[config.mk]
export PLATFORM = sky130hd
export DESIGN_NAME = round_robin_ready_queue_top_flat
export DESIGN_NICKNAME = d
export VERILOG_FILES = /design/src/rtl/rrq_pkg.sv /design/src/rtl/rrq_if.sv /design/src/rtl/rrq_ram.sv /design/src/rtl/round_robin_ready_queue_top.sv /design/src/flat_wrapper.sv
export SDC_FILE = /design/constraint.sdc
export NUM_CORES = 1
export LEC_CHECK = 0
export ABC_AREA = 1
export BUFFER_PORTS_ARGS = -buffer_cell sky130_fd_sc_hd__buf_4
export CORE_UTILIZATION = 55
export DETAILED_ROUTE_END_ITERATION = 12
export PLACE_DENSITY = 0.82
export SYNTH_ARGS = -nofsm -noshare
export SYNTH_HDL_FRONTEND = slang
export SYNTH_SLANG_ARGS = --single-unit
[constraint.sdc]
create_clock -name clk -period 3.8 [get_ports clk]
set_input_delay 0.57 -clock clk [delete_from_list [all_inputs] [get_ports clk]]
set_output_delay 0.57 -clock clk [all_outputs]
set_load 0.05 [all_outputs]
[src/rtl/rrq_pkg.sv]
package rrq_pkg;

  // Fixed field widths
  localparam int THREAD_ID_W = 4;
  localparam int OPCODE_W    = 2;
  localparam int STATUS_W    = 2;
  localparam int QCOUNT_W    = 5;

  typedef logic [THREAD_ID_W-1:0] thread_id_t;
  typedef logic [OPCODE_W-1:0]    opcode_t;
  typedef logic [STATUS_W-1:0]    status_t;
  typedef logic [QCOUNT_W-1:0]    qcount_t;

  // Operation codes
  localparam opcode_t OP_YIELD = 2'd0;
  localparam opcode_t OP_ADD   = 2'd1;
  localparam opcode_t OP_TERM  = 2'd2;

  // Status codes
  localparam status_t ST_OK        = 2'd0;
  localparam status_t ST_FULL      = 2'd1;
  localparam status_t ST_NOT_FOUND = 2'd2;

endpackage

[src/rtl/rrq_if.sv]
// Operation channel
interface rrq_in_if import rrq_pkg::*; ();
  logic       valid;
  logic       ready;
  opcode_t    opcode;
  thread_id_t thread_id;

  modport source (output valid, output opcode, output thread_id, input ready);
  modport sink   (input valid, input opcode, input thread_id, output ready);
endinterface

// Result channel
interface rrq_out_if import rrq_pkg::*; ();
  logic       valid;
  logic       ready;
  logic       dispatched;
  thread_id_t running_thread;
  status_t    status;
  qcount_t    queue_count;

  modport source (output valid, output dispatched, output running_thread,
                  output status, output queue_count, input ready);
  modport sink   (input valid, input dispatched, input running_thread,
                  input status, input queue_count, output ready);
endinterface

// Idle thread id write channel
interface rrq_cfg_if import rrq_pkg::*; ();
  logic       valid;
  logic       ready;
  thread_id_t idle_thread_id;

  modport source (output valid, output idle_thread_id, input ready);
  modport sink   (input valid, input idle_thread_id, output ready);
endinterface

[src/rtl/rrq_ram.sv]
module rrq_ram #(
  parameter int WIDTH = 4,
  parameter int DEPTH = 16
) (
  input  logic                     clk,
  input  logic                     we,
  input  logic [$clog2(DEPTH)-1:0] waddr,
  input  logic [WIDTH-1:0]         wdata,
  input  logic [$clog2(DEPTH)-1:0] raddr,
  output logic [WIDTH-1:0]         rdata
);

  logic [WIDTH-1:0] mem [DEPTH];

  // One write port, one registered read port
  always_ff @(posedge clk) begin
    if (we) begin
      mem[waddr] <= wdata;
    end
    rdata <= mem[raddr];
  end

endmodule

[src/rtl/round_robin_ready_queue_top.sv]
// Channel  Dir  Handshake      Payload
// cfg_if   in   valid/ready    idle_thread_id
// in_if    in   valid/ready    opcode, thread_id
// out_if   out  valid/ready    dispatched, running_thread, status, queue_count
//
// One item at a time. Add, no-op, yield on an empty queue and terminate on an
// empty queue finish straight from idle; yield and terminate of the running
// thread on a non-empty queue go through a pop (one read of the queue RAM).
// Terminate of a queued id scans from the head up to its position, one RAM read
// per cycle, then shifts any later entries down to close the gap; an id that is
// not queued is scanned across the whole queue.
// Synchronous active-low reset; the queue RAM needs no clearing pass.
// A result waiting on out_if.ready does not block the next transfer in; a second
// finished result then holds the sequencer until the output register frees up.
module round_robin_ready_queue_top import rrq_pkg::*; #(
  parameter int MAX_THREADS = 16
) (
  input  logic      clk,
  input  logic      rst_n,
  rrq_cfg_if.sink   cfg_if,
  rrq_in_if.sink    in_if,
  rrq_out_if.source out_if
);

  localparam int AW = $clog2(MAX_THREADS);
  localparam int CW = $clog2(MAX_THREADS + 1);
  localparam logic [CW-1:0] MAX_CNT = CW'(MAX_THREADS);

  // Sequencer states
  localparam logic [2:0] S_IDLE  = 3'd0;
  localparam logic [2:0] S_POP   = 3'd1;
  localparam logic [2:0] S_SCAN  = 3'd2;
  localparam logic [2:0] S_SHIFT = 3'd3;
  localparam logic [2:0] S_DONE  = 3'd4;

  // Queue position to RAM address, circular from head
  function automatic logic [AW-1:0] pos_of(logic [AW-1:0] base, logic [CW-1:0] off);
    logic [CW:0] s;
    s = (CW+1)'(base) + (CW+1)'(off);
    if (s >= (CW+1)'(MAX_THREADS)) begin
      s = s - (CW+1)'(MAX_THREADS);
    end
    return s[AW-1:0];
  endfunction

  logic [2:0]    state_r, state_nxt;
  opcode_t       op_r;
  thread_id_t    tid_r;
  logic [AW-1:0] head_r, head_nxt;
  logic [CW-1:0] count_r, count_nxt;
  logic [CW-1:0] idx_r, idx_nxt;
  thread_id_t    cur_r, cur_nxt;
  thread_id_t    idle_r;
  logic          pend_disp_r;
  status_t       pend_status_r;

  logic          out_valid_r;
  logic          out_disp_r;
  thread_id_t    out_run_r;
  status_t       out_status_r;
  qcount_t       out_cnt_r;

  logic          in_xfer, out_free;
  logic          fin, fin_disp;
  status_t       fin_status;

  logic          ram_we;
  logic [AW-1:0] ram_waddr, ram_raddr;
  thread_id_t    ram_wdata, ram_rdata;

  rrq_ram #(
    .WIDTH (THREAD_ID_W),
    .DEPTH (MAX_THREADS)
  ) u_slots (
    .clk   (clk),
    .we    (ram_we),
    .waddr (ram_waddr),
    .wdata (ram_wdata),
    .raddr (ram_raddr),
    .rdata (ram_rdata)
  );

  assign in_if.ready  = (state_r == S_IDLE);
  assign in_xfer      = in_if.valid && in_if.ready;
  assign out_free     = !out_valid_r || out_if.ready;
  assign cfg_if.ready = 1'b1;

  // Sequencer: read the front or scan, modify, write back
  always_comb begin
    state_nxt  = state_r;
    head_nxt   = head_r;
    count_nxt  = count_r;
    cur_nxt    = cur_r;
    idx_nxt    = idx_r;
    ram_we     = 1'b0;
    ram_waddr  = head_r;
    ram_wdata  = cur_r;
    ram_raddr  = head_r;
    fin        = 1'b0;
    fin_disp   = 1'b0;
    fin_status = ST_OK;
    case (state_r)
      S_IDLE: begin
        if (in_xfer) begin
          case (in_if.opcode)
            OP_YIELD: begin
              if (count_r == '0) begin
                fin = 1'b1;
              end else begin
                state_nxt = S_POP;
              end
            end
            OP_ADD: begin
              fin = 1'b1;
              if (count_r == MAX_CNT) begin
                fin_status = ST_FULL;
              end else begin
                ram_we    = 1'b1;
                ram_waddr = pos_of(head_r, count_r);
                ram_wdata = in_if.thread_id;
                count_nxt = count_r + CW'(1);
              end
            end
            OP_TERM: begin
              if (in_if.thread_id == cur_r) begin
                if (count_r == '0) begin
                  cur_nxt  = idle_r;
                  fin      = 1'b1;
                  fin_disp = 1'b1;
                end else begin
                  state_nxt = S_POP;
                end
              end else if (count_r == '0) begin
                fin        = 1'b1;
                fin_status = ST_NOT_FOUND;
              end else begin
                idx_nxt   = '0;
                state_nxt = S_SCAN;
              end
            end
            default: begin
              fin = 1'b1;
            end
          endcase
        end
      end
      S_POP: begin
        // front entry arrives; yield requeues the running thread at the tail
        cur_nxt  = ram_rdata;
        head_nxt = pos_of(head_r, CW'(1));
        fin      = 1'b1;
        fin_disp = 1'b1;
        if (op_r == OP_YIELD) begin
          ram_we    = 1'b1;
          ram_waddr = pos_of(head_r, count_r);
          ram_wdata = cur_r;
        end else begin
          count_nxt = count_r - CW'(1);
        end
      end
      S_SCAN: begin
        // compare entry idx, fetch entry idx+1
        ram_raddr = pos_of(head_r, idx_r + CW'(1));
        if (ram_rdata == tid_r) begin
          if (idx_r + CW'(1) == count_r) begin
            count_nxt = count_r - CW'(1);
            fin       = 1'b1;
          end else begin
            state_nxt = S_SHIFT;
          end
        end else if (idx_r + CW'(1) == count_r) begin
          fin        = 1'b1;
          fin_status = ST_NOT_FOUND;
        end else begin
          idx_nxt = idx_r + CW'(1);
        end
      end
      S_SHIFT: begin
        // entry idx+1 moves down to idx
        ram_we    = 1'b1;
        ram_waddr = pos_of(head_r, idx_r);
        ram_wdata = ram_rdata;
        ram_raddr = pos_of(head_r, idx_r + CW'(2));
        if (idx_r + CW'(2) == count_r) begin
          count_nxt = count_r - CW'(1);
          fin       = 1'b1;
        end else begin
          idx_nxt = idx_r + CW'(1);
        end
      end
      S_DONE: begin
        if (out_free) begin
          state_nxt = S_IDLE;
        end
      end
      default: begin
        state_nxt = S_IDLE;
      end
    endcase
    if (fin) begin
      state_nxt = out_free ? S_IDLE : S_DONE;
    end
  end

  // Control state
  always_ff @(posedge clk) begin
    if (!rst_n) begin
      state_r <= S_IDLE;
      head_r  <= '0;
      count_r <= '0;
      cur_r   <= '0;
      idle_r  <= '0;
    end else begin
      state_r <= state_nxt;
      head_r  <= head_nxt;
      count_r <= count_nxt;
      cur_r   <= cur_nxt;
      if (cfg_if.valid && cfg_if.ready) begin
        idle_r <= cfg_if.idle_thread_id;
      end
    end
  end

  // Item and scan registers
  always_ff @(posedge clk) begin
    if (in_xfer) begin
      op_r  <= in_if.opcode;
      tid_r <= in_if.thread_id;
    end
    idx_r <= idx_nxt;
    if (fin) begin
      pend_disp_r   <= fin_disp;
      pend_status_r <= fin_status;
    end
  end

  // Output register
  always_ff @(posedge clk) begin
    if (!rst_n) begin
      out_valid_r <= 1'b0;
    end else if (fin && out_free) begin
      out_valid_r <= 1'b1;
    end else if (state_r == S_DONE && out_free) begin
      out_valid_r <= 1'b1;
    end else if (out_if.ready) begin
      out_valid_r <= 1'b0;
    end
  end

  always_ff @(posedge clk) begin
    if (fin && out_free) begin
      out_disp_r   <= fin_disp;
      out_run_r    <= cur_nxt;
      out_status_r <= fin_status;
      out_cnt_r    <= QCOUNT_W'(count_nxt);
    end else if (state_r == S_DONE && out_free) begin
      out_disp_r   <= pend_disp_r;
      out_run_r    <= cur_r;
      out_status_r <= pend_status_r;
      out_cnt_r    <= QCOUNT_W'(count_r);
    end
  end

  assign out_if.valid          = out_valid_r;
  assign out_if.dispatched     = out_disp_r;
  assign out_if.running_thread = out_run_r;
  assign out_if.status         = out_status_r;
  assign out_if.queue_count    = out_cnt_r;

  // Checks
  a_count_max: assert property (@(posedge clk) disable iff (!rst_n)
    count_r <= MAX_CNT)
    else $error("queue count above capacity");

  a_shift_depth: assert property (@(posedge clk) disable iff (!rst_n)
    state_r == S_SHIFT |-> (count_r >= CW'(2) && idx_r + CW'(2) <= count_r))
    else $error("shift past queue tail");

  a_scan_range: assert property (@(posedge clk) disable iff (!rst_n)
    state_r == S_SCAN |-> idx_r < count_r)
    else $error("scan index outside queue");

  a_add_grows: assert property (@(posedge clk) disable iff (!rst_n)
    (in_xfer && in_if.opcode == OP_ADD && count_r != MAX_CNT)
      |=> count_r == $past(count_r) + CW'(1))
    else $error("add did not grow queue");

  a_done_waits: assert property (@(posedge clk) disable iff (!rst_n)
    state_r == S_DONE |-> out_valid_r)
    else $error("result held with output register empty");

endmodule
[src/flat_wrapper.sv]
// flat-port wrapper written by rule: the top's interface ports become plain ports
module round_robin_ready_queue_top_flat import rrq_pkg::*;
#(
  parameter int MAX_THREADS = 16
)
  (clk, rst_n, cfg_if_valid, cfg_if_idle_thread_id, cfg_if_ready, in_if_valid, in_if_opcode, in_if_thread_id, in_if_ready, out_if_valid, out_if_dispatched, out_if_running_thread, out_if_status, out_if_queue_count, out_if_ready);
  rrq_cfg_if cfg_if_i ();
  rrq_in_if in_if_i ();
  rrq_out_if out_if_i ();
  input  logic clk;
  input  logic rst_n;
  input wire logic [$bits(cfg_if_i.valid)-1:0] cfg_if_valid;
  input wire logic [$bits(cfg_if_i.idle_thread_id)-1:0] cfg_if_idle_thread_id;
  output wire logic [$bits(cfg_if_i.ready)-1:0] cfg_if_ready;
  input wire logic [$bits(in_if_i.valid)-1:0] in_if_valid;
  input wire logic [$bits(in_if_i.opcode)-1:0] in_if_opcode;
  input wire logic [$bits(in_if_i.thread_id)-1:0] in_if_thread_id;
  output wire logic [$bits(in_if_i.ready)-1:0] in_if_ready;
  output wire logic [$bits(out_if_i.valid)-1:0] out_if_valid;
  output wire logic [$bits(out_if_i.dispatched)-1:0] out_if_dispatched;
  output wire logic [$bits(out_if_i.running_thread)-1:0] out_if_running_thread;
  output wire logic [$bits(out_if_i.status)-1:0] out_if_status;
  output wire logic [$bits(out_if_i.queue_count)-1:0] out_if_queue_count;
  input wire logic [$bits(out_if_i.ready)-1:0] out_if_ready;
  assign cfg_if_i.valid = cfg_if_valid;
  assign cfg_if_i.idle_thread_id = cfg_if_idle_thread_id;
  assign cfg_if_ready = cfg_if_i.ready;
  assign in_if_i.valid = in_if_valid;
  assign in_if_i.opcode = in_if_opcode;
  assign in_if_i.thread_id = in_if_thread_id;
  assign in_if_ready = in_if_i.ready;
  assign out_if_valid = out_if_i.valid;
  assign out_if_dispatched = out_if_i.dispatched;
  assign out_if_running_thread = out_if_i.running_thread;
  assign out_if_status = out_if_i.status;
  assign out_if_queue_count = out_if_i.queue_count;
  assign out_if_i.ready = out_if_ready;
  round_robin_ready_queue_top #(.MAX_THREADS(MAX_THREADS)) u_core (.clk(clk), .rst_n(rst_n), .cfg_if(cfg_if_i), .in_if(in_if_i), .out_if(out_if_i));
endmodule
[Yosys cells after proc, flatten, opt, wreduce, memory -nomap -nowiden]
Memories as Yosys holds them, arrays and structs flattened. A register that Yosys moved wholly into a read port is not among the register bits.
Index checks and enable logic that the tools add are counted.
Storage, ports and cells
  register bits after elaboration: 47
  bits in writable memories: 64
  input port bits: 15
  output and inout port bits: 15
  word-level logic and storage cells: 159
  memories: 1
Memories
  u_core.u_slots.mem: depth 16, width 4, read ports 1, clocked after Yosys merged registers in 1, write ports 1, RTL line rrq_ram.sv:13  | logic [WIDTH-1:0] mem [DEPTH];
Cells by class
  $add $sub $neg: 14
  order comparisons: 5
  equal/unequal tests: 25
  muxes and demuxes: 83
  reduce and logical (&&, ||, !) cells: 16
Operators by type and width (count)
  $mux 5: 16
  $mux 4: 18
  $mux 3: 9
  $add 4x5->6: 4
  $ge 6x5->1 const B: 4
  $pmux 4 s2: 3
  $mux 1: 20
  $pmux 5 s4: 1
  $sub 4x1->4 const B: 5
  $pmux 5 s3: 1
  $mux 2: 7
  $ne 2x2->1 const B: 7
  $pmux 3 s4: 1
  $pmux 4 s3: 1
  $add 5x1->5 const B: 2
  $eq 5x5->1: 2
  $eq 4x4->1: 2
  $pmux 2 s2: 2
  $reduce_and 8->1: 1
  $reduce_and 7->1: 1
  $eq 3x2->1 const B: 2
  $ne 3x1->1 const B: 2
  $pmux 3 s2: 1
  $reduce_bool 3->1: 2
  other kinds (25): 29

[Depth between registers and ports, before layout]
Gate-level depths: netlist of run 1.
  depth after elaboration: 7
  gate-level depth with buffers: 17
  gate-level depth less buffers: 16

[Cells and area by module]
Synthesis of run 1 repeated with hierarchy kept, for this count alone.
Unflattened totals
  cell total of the unflattened synthesis: 760
  area total of the unflattened synthesis: 6451.2 um2
By module, submodules not included
  round_robin_ready_queue_top: times used 1, cells each 470, area each 3484.6 um2, sequential area each 1201.2 um2
  rrq_ram: times used 1, cells each 290, area each 2966.6 um2, sequential area each 2001.9 um2

[Worst setup path before layout of run 1]
No wires, ideal clock.
  kind: register -> register
  start point: reg u_core.state_r[2]
  end point: reg u_core.u_slots.rdata[1] (read register of u_core.u_slots.mem)
  library setup time: 0.122 ns
  arrival time: 2.531 ns
  required time: 3.678 ns
  slack: 1.147 ns
  stages on the path, launching flop included: 16
  buffers on the path: 2
  period minus slack after synthesis: 2.653 ns
  cell sequence: dfxtp_1 > inv_4 > nand2_4 > nor2_4 > buf_2 > xor2_1 > ha_1 > fa_1 > inv_1 > o21ai_2 > inv_2 > buf_2 > o21ai_1 > o211ai_1 > o211ai_1 > o21ai_1
Between the ends
  word-level cells in the longest chain between the ends: 2
  elaborated cells between the ends (all ways): 3
  those cells by class: eq/ne (2); mux (1)
RTL lines
  from (decl): RTL line round_robin_ready_queue_top.sv:46  | logic [2:0] state_r, state_nxt;
  from (signal assigned): RTL line round_robin_ready_queue_top.sv:214  | state_r <= state_nxt;
  $eq 3x2->1: RTL line round_robin_ready_queue_top.sv:102  | case (state_r)
  $pmux 4 s2 *: RTL line round_robin_ready_queue_top.sv:102
  to (decl): RTL line rrq_ram.sv:10  | output logic [WIDTH-1:0] rdata
Mark *: on every way between the ends. The rest lies on a longest branch, timed or not.
A chain may end at the register's enable or synchronous reset.

[Worst setup path after layout of run 1]
  start point: reg u_core.state_r[2]
  end point: reg u_core.u_slots.rdata[3] (read register of u_core.u_slots.mem)
Same word-level chain as after synthesis.

==> run_results.csv, run 1 <==
group,metric,value,unit
hold_path,holdPathStages,1,
worst_setup_path,start_kind,"flip-flop",
synthesis,syn_inst,708,
cts,clkTransAtPathRegs,0.06,ns
synthesis,synth_seq_cells,115,
route,drt_iter0_drc,811,
die,rows,38,
route,ant_nets,0,
route,route.detailed.drc,0,
cts,cts_max_level,4,
synthesis,synthesis.area,6380,sq um
timing,max_freq,294,MHz
cts,ctsHoldBuffers,0,
cts,post_cts_resized,0,
cts,cts_sinks,115,
hold_path,hp-class,"input port to flip-flop",
synthesis,synth.distinct_cells,45,
synthesis,synth_xor_xnor_area_share,0.0261,
placement,place_ws,0.647,ns
finish,fin_nets,780,
worst_setup_path,endpoint_kind,"flip-flop",
finish,syn2layout_area_growth,14.3,%
worst_setup_path,crit_type,"flip-flop to flip-flop",
synthesis,muxShareOfSynthArea,0,
outcome,status,"finished clean",
synthesis,async_reset_ff_frac,0,
grt,grt_pass1_vias,5060,
route,vias,5353,
placement,dpl.cell_count,865,
cts,cts_buffer_depth,2,
worst_setup_path,crit_path_max_fanout,18,
synthesis,yosys_warnings,0,
synthesis,synth_compound_area_frac,0.117,
finish,nFillCells,788,
hold_path,hold_path_end,"u_core.op_r[1]$_DFFE_PN_",
grt,overflow,0,
hold_path,hp-start,"in_if_opcode[1]",
die,num_io_pins,30,
timing,setup_tns,0,ns
synthesis,ys_seq_area_frac,0.502,
synthesis,synth_fp_nets,744,
worst_setup_path,r2r_slack,0.40,ns
finish,final_layout_size_suffix_gt1_frac,0.172,
worst_setup_path,r2r_start,"u_core.state_r[2]$_SDFFE_PN0P_",
timing,setup_ws,0.399,ns
timing,fin_skew,0.0110,ns
route,routed_wl,16400,microns
timing,setup_viol,0,
grt,antenna_found_initial,0,
power,power_density,870,nW/um^2
placement,finalWeightedCongestion,1.01,
finish,antennaDiodeCount,0,
synthesis,synth_adder_area_share,0.0447,
route,viasPerCell,5.97,
die,die_area,12000,sq um
synthesis,synth.avg_cell_area,9.01,sq um
timing,maxSlewHeadroom,0.460,
finish,final_cell_mix,"152 x nand2_1, 93 x nor2_1, 90 x edfxtp_1",
cts,cts_tree,"built",
flow_run,cap_violations,0,
die,chipWidth,110,microns
finish,final_util,0.658,
timing,min_period_over_period,0.895,
power,leakage,3.01,nW
grt,grt_max_degree,33,
synthesis,synth_simple_gate_area_frac,0.247,
worst_setup_path,r2r_cells,13,
placement,io_buffers,28,
cts,clk_latency,0.42,ns
timing,min_period,3.40,ns
synthesis,synth_top_family_by_area,"simple AND/OR/NAND/NOR gates",
die,coreArea,11100,sq um
grt,grt_pass1_wl,25500,microns
synthesis,synth-main-ff-cell,"edfxtp_1",
cts,cts_made_buffers,17,
route,dr.pass1.iters,6,
die,start_util,0.576,
finish,fin_cells,897,
grt,grt.total_usage,0.291,
timing,final_max_slew_viol_count,0,
timing,worst_pin_slew,0.805,ns
cts,cts_post_setup_buffers_inserted,0,
placement,hpwl,11400,microns
timing,rsz0062_at_grt,"no",
timing,holdWs,0.358,ns
worst_setup_path,arrival,3.70,ns
die,fp.dieH,110,microns
route,detail_route.wl_per_cell,18.3,microns
worst_setup_path,required,4.10,ns
power,vdd.ir_drop.worst,0.000784,V
synthesis,synth_edf_count,90,
finish,final_common_cell,"nand2_1",
timing,hold_viol_final,0,
cts,cts_root_buffer,"clkbuf_16",
worst_setup_path,worstReg2RegEnd,"u_core.u_slots.rdata[3]$_DFF_P_",
## area by class of cell
type	count	area (sq um)	share of cell area
inverter	78	305	0.0419
sequential	115	3200	0.439
multi-input combinational	498	2770	0.380
timing repair buffer	34	255	0.0350
clock inverter	15	154	0.0211
tap	140	175	0.0240
clock buffer	17	425	0.0583
## Yosys cell counts (4+ instances only)
cell      number  area [sq um]
a21oi_1       23           115
buf_2         11          55.1
dfxtp_1       25           500
edfxtp_1      90          2700
ha_1          18           225
inv_1         62           233
inv_2         11          41.3
inv_4          5          31.3
nand2_1      152           571
nand2_2       16           100
nand3_1       31           155
nand4_1        7          43.8
nor2_1        93           349
nor2_2         4          25.0
nor2_4         7          78.8
nor2_8         4          80.1
nor3_1         4          20.0
o211ai_1       6          45.0
o21ai_0       53           265
o21ai_1        8          40.0
o221ai_1      10          87.6
o22ai_1       10          62.6
xor2_1        16           140
## where the power goes
part / total, mW / switching [mW] / internal (mW) / leakage, nW
combinational: 2.85 / 2.02 / 0.824 / 1.68
clock: 1.57 / 0.605 / 0.968 / 0.280
sequential: 1.93 / 0.203 / 1.72 / 1.05
## how the worst max path moves through the flow
stage,slack [ns],start,to
floorplan,1.15,u_core.state_r[2]$_SDFFE_PN0P_,u_core.u_slots.rdata[1]$_DFF_P_
global placement,0.76,u_core.state_r[2]$_SDFFE_PN0P_,u_core.u_slots.rdata[1]$_DFF_P_
detailed placement,0.65,u_core.state_r[2]$_SDFFE_PN0P_,u_core.u_slots.rdata[1]$_DFF_P_
CTS,0.54,u_core.state_r[2]$_SDFFE_PN0P_,u_core.u_slots.rdata[3]$_DFF_P_
global route,0.18,u_core.state_r[2]$_SDFFE_PN0P_,u_core.u_slots.rdata[3]$_DFF_P_
finish,0.40,u_core.state_r[2]$_SDFFE_PN0P_,u_core.u_slots.rdata[3]$_DFF_P_
## state kept, by name (all words and copies together), names as in the netlist, 3 cells and up
register,cells
u_core.u_slots.mem,64
u_core.count_r,5
u_core.idx_r,5
u_core.out_if.queue_count,5
u_core.cur_r,4
u_core.head_r,4
u_core.idle_r,4
u_core.out_if.running_thread,4
u_core.tid_r,4
u_core.u_slots.rdata,4
u_core.state_r,3
## metrics by stage
stage	power (mW)	cell area (sq um)
after CTS	6.28	7290
after detailed placement	4.69	6710
final	6.35	7290
after global placement	4.57	6710
after floorplan	3.99	6380
after global routing	6.68	7290
## critical path, stage by stage (launching register included)
cell and delay, ns:
dfxtp_1 0.39, inv_4 0.18, nand2_4 0.10, nor2_4 0.32, xor2_1 0.13, ha_1 0.24, fa_1 0.50, inv_1 0.05
o21ai_2 0.46, inv_2 0.27, o21ai_0 0.15, o22ai_1 0.12, o21ai_0 0.27, o21ai_1 0.09
## logic make-up after synthesis
| group | count (synthesis) |
|---|---|
| other cells | 1 |
| flops | 115 |
| xor+xnor | 19 |
| fa+ha+maj | 21 |
| buf+inv | 95 |
| simple gates | 332 |
| compound gates | 125 |
## layer usage
metal / global-route usage / up-vias / part of all wire
li1: - / 2471 / -
met1: 0.367 / 2471 / 0.40
met2: 0.473 / 358 / 0.47
met3: 0.0800 / 53 / 0.11
met4: 0.114 / 0 / 0.028
met5: 0 / - / 0
No activity file was read; power rests on OpenSTA's default activity.
==> inputs of run 2 (changes only) <==
- SYNTH_HIERARCHICAL: not set -> 1
==> run_results.csv, run 2 <==
group,metric,value,unit
outcome,status,"finished clean",
finish,fin_nets,835,
timing,worst_pin_slew,0.876,ns
timing,fin_skew,0.0104,ns
synthesis,yosys_warnings,6,
cts,clk_latency,0.42,ns
finish,final_cell_mix,"211 x nand2_1, 106 x inv_1, 90 x edfxtp_1",
synthesis,synth-main-ff-cell,"edfxtp_1",
grt,overflow,0,
synthesis,syn_inst,760,
finish,final_common_cell,"nand2_1",
hold_path,hp-class,"input port to flip-flop",
synthesis,synthesis.area,6450,sq um
placement,io_buffers,28,
route,highest_layer,"met4",
synthesis,synth.avg_cell_area,8.49,sq um
timing,min_period_over_period,0.814,
route,ant_nets,0,
worst_setup_path,start_kind,"flip-flop",
finish,seq_area,3200,sq um
finish,nFillCells,884,
finish,final_layout_size_suffix_gt1_frac,0.135,
synthesis,synth.most_common_cell,"nand2_1",
timing,maxSlewHeadroom,0.416,
grt,antenna_found_initial,0,
grt,grt_pass1_wl,23900,microns
synthesis,synth.distinct_cells,45,
die,num_io_pins,30,
synthesis,async_reset_ff_frac,0,
finish,multi_input_area,2640,sq um
route,met3_length,1210,microns
grt,grt_pass1_vias,5005,
route,vias,5378,
power,leakage,3.28,nW
cts,clkTransAtPathRegs,0.05,ns
worst_setup_path,path_buf_inv,1,
die,die_area,12200,sq um
power,power_density,813,nW/um^2
worst_setup_path,slowest_delay,0.55,ns
synthesis,synth_edf_count,90,
worst_setup_path,required,3.86,ns
cts,cts_root_buffer,"clkbuf_16",
route,drt_iter0_drc,576,
synthesis,yosys-top-cells-count,"211 x nand2_1, 106 x inv_1, 90 x edfxtp_1",
route,wl_met1,6150,microns
worst_setup_path,slowest_stage,"dfxtp_1",
timing,min_period,3.09,ns
grt,grt_max_degree,33,
die,start_util,0.565,
die,fp.dieH,110,microns
synthesis,synthTopCellsByArea,"edfxtp_1 42%, nand2_1 12%, dfxtp_1 7.8%, inv_1 6.2%, nand3_1 5.8%",
synthesis,synth_seq_cells,115,
cts,cts_sinks,115,
cts,cts_made_buffers,17,
worst_setup_path,path_common_cell,"nor2_1",
placement,place_ws,0.745,ns
cts,post_cts_resized,0,
finish,largest_reg_flops,64,
worst_setup_path,crit_path_max_fanout,9,
finish,antennaDiodeCount,0,
power,vdd.ir_drop.worst,0.000768,V
finish,syn2layout_area_growth,14.2,%
finish,regMostFlops,"u_core/u_slots/mem",
synthesis,synth_area_leader_cell,"edfxtp_1",
timing,max_freq,323,MHz
die,rows,39,
die,coreArea,11400,sq um
cts,cts_buffer_depth,2,
timing,rsz0062_at_grt,"no",
synthesis,synth_fp_nets,796,
timing,final_max_slew_viol_count,0,
worst_setup_path,crit_chain,"inv_2 > ha_1 > nand3_1 > nand2_1 > nor2_1 > o21ai_0 > a41oi_1 > nand3b_1 > nor2_1",
timing,setup_viol,0,
worst_setup_path,endpoint_kind,"flip-flop",
timing,setup_ws,0.708,ns
cts,cts_post_setup_buffers_inserted,0,
timing,hold_viol_final,0,
route,wl_met2,7090,microns
die,chipWidth,110,microns
route,route.detailed.drc,0,
synthesis,synth_top_area_share,0.419,
route,routed_wl,15100,microns
placement,finalWeightedCongestion,0.952,
worst_setup_path,critPathTopFamily,"simple AND/OR/NAND/NOR gates",
cts,ctsHoldBuffers,0,
grt,grt.total_usage,0.266,
placement,hpwl,10500,microns
route,viasPerCell,5.63,
route,detail_route.wl_per_cell,15.8,microns
cts,cts_tree,"built",
flow_run,cap_violations,0,
worst_setup_path,arrival,3.16,ns
synthesis,ys_seq_area_frac,0.497,
worst_setup_path,crit_type,"flip-flop to flip-flop",
route,dr.pass1.iters,6,
cts,cts_max_level,4,
timing,setup_tns,0,ns
==> run 2: path summary, 6_finish.rpt <==
kind / startpoint / to / slack [ns] / depth (start not counted)
setup / recovery: u_core/count_r[0]$_SDFF_PN0_ / u_core/u_slots/mem[8][2]$_DFFE_PP_ / 0.71 / 9
hold / removal: in_if_thread_id[3] / u_core/tid_r[3]$_DFFE_PN_ / 0.35 / 1
setup reg to reg: u_core/count_r[0]$_SDFF_PN0_ / u_core/u_slots/mem[8][2]$_DFFE_PP_ / 0.71 / 9
hold reg to reg: u_core/idle_r[3]$_SDFFE_PN0P_ / u_core/idle_r[3]$_SDFFE_PN0P_ / 0.46 / 2
==> run 2: cell type report <==
type | count | area share
sequential | 115 | 0.435
multi-input combinational | 507 | 0.358
clock buffer | 20 | 0.0633
inverter | 118 | 0.0618
timing repair buffer | 40 | 0.0407
tap | 143 | 0.0243
clock inverter | 12 | 0.0175
==> run 2: per-stage QoR <==
stage | hold slack, ns | power [mW] | cell area (sq um) | utilization | cells
after floorplan | 0.425 | 3.77 | 6450 | - | 760
after global placement | 0.439 | 4.31 | 6770 | 0.593 | 923
after detailed placement | 0.445 | 4.35 | 6770 | 0.593 | 923
after CTS | 0.337 | 5.96 | 7370 | 0.645 | 955
after global routing | 0.339 | 6.35 | 7370 | 0.645 | 955
final | 0.351 | 5.99 | 7370 | 0.645 | 955
==> run 2: power by group <==
| part | switching, mW | total, mW | internal (mW) | leakage [nW] |
|---|---|---|---|---|
| sequential | 0.197 | 1.88 | 1.69 | 1.05 |
| combinational | 1.76 | 2.53 | 0.775 | 1.94 |
| clock | 0.559 | 1.57 | 1.01 | 0.296 |
==> run 2: cells by family (layout without fill, tap and decap cells) <==
kind of cell | Yosys count | count (layout) | synth area share
and+or+nand+nor | 377 | 377 | 0.257
other | 1 | 1 | 0.000581
DFF | 115 | 115 | 0.497
AOI/OAI and AO/OA | 86 | 86 | 0.0745
xor gates and xnor gates | 22 | 22 | 0.0310
adders and majority gates | 21 | 21 | 0.0442
buffers and inverters | 138 | 190 | 0.0964
==> run 2: layer usage <==
metal  vias to the layer above  track usage
met3                        72       0.0676
met2                       302        0.422
li1                       2559            -
met1                      2445        0.326
met4                         0        0.155
met5                         -            0
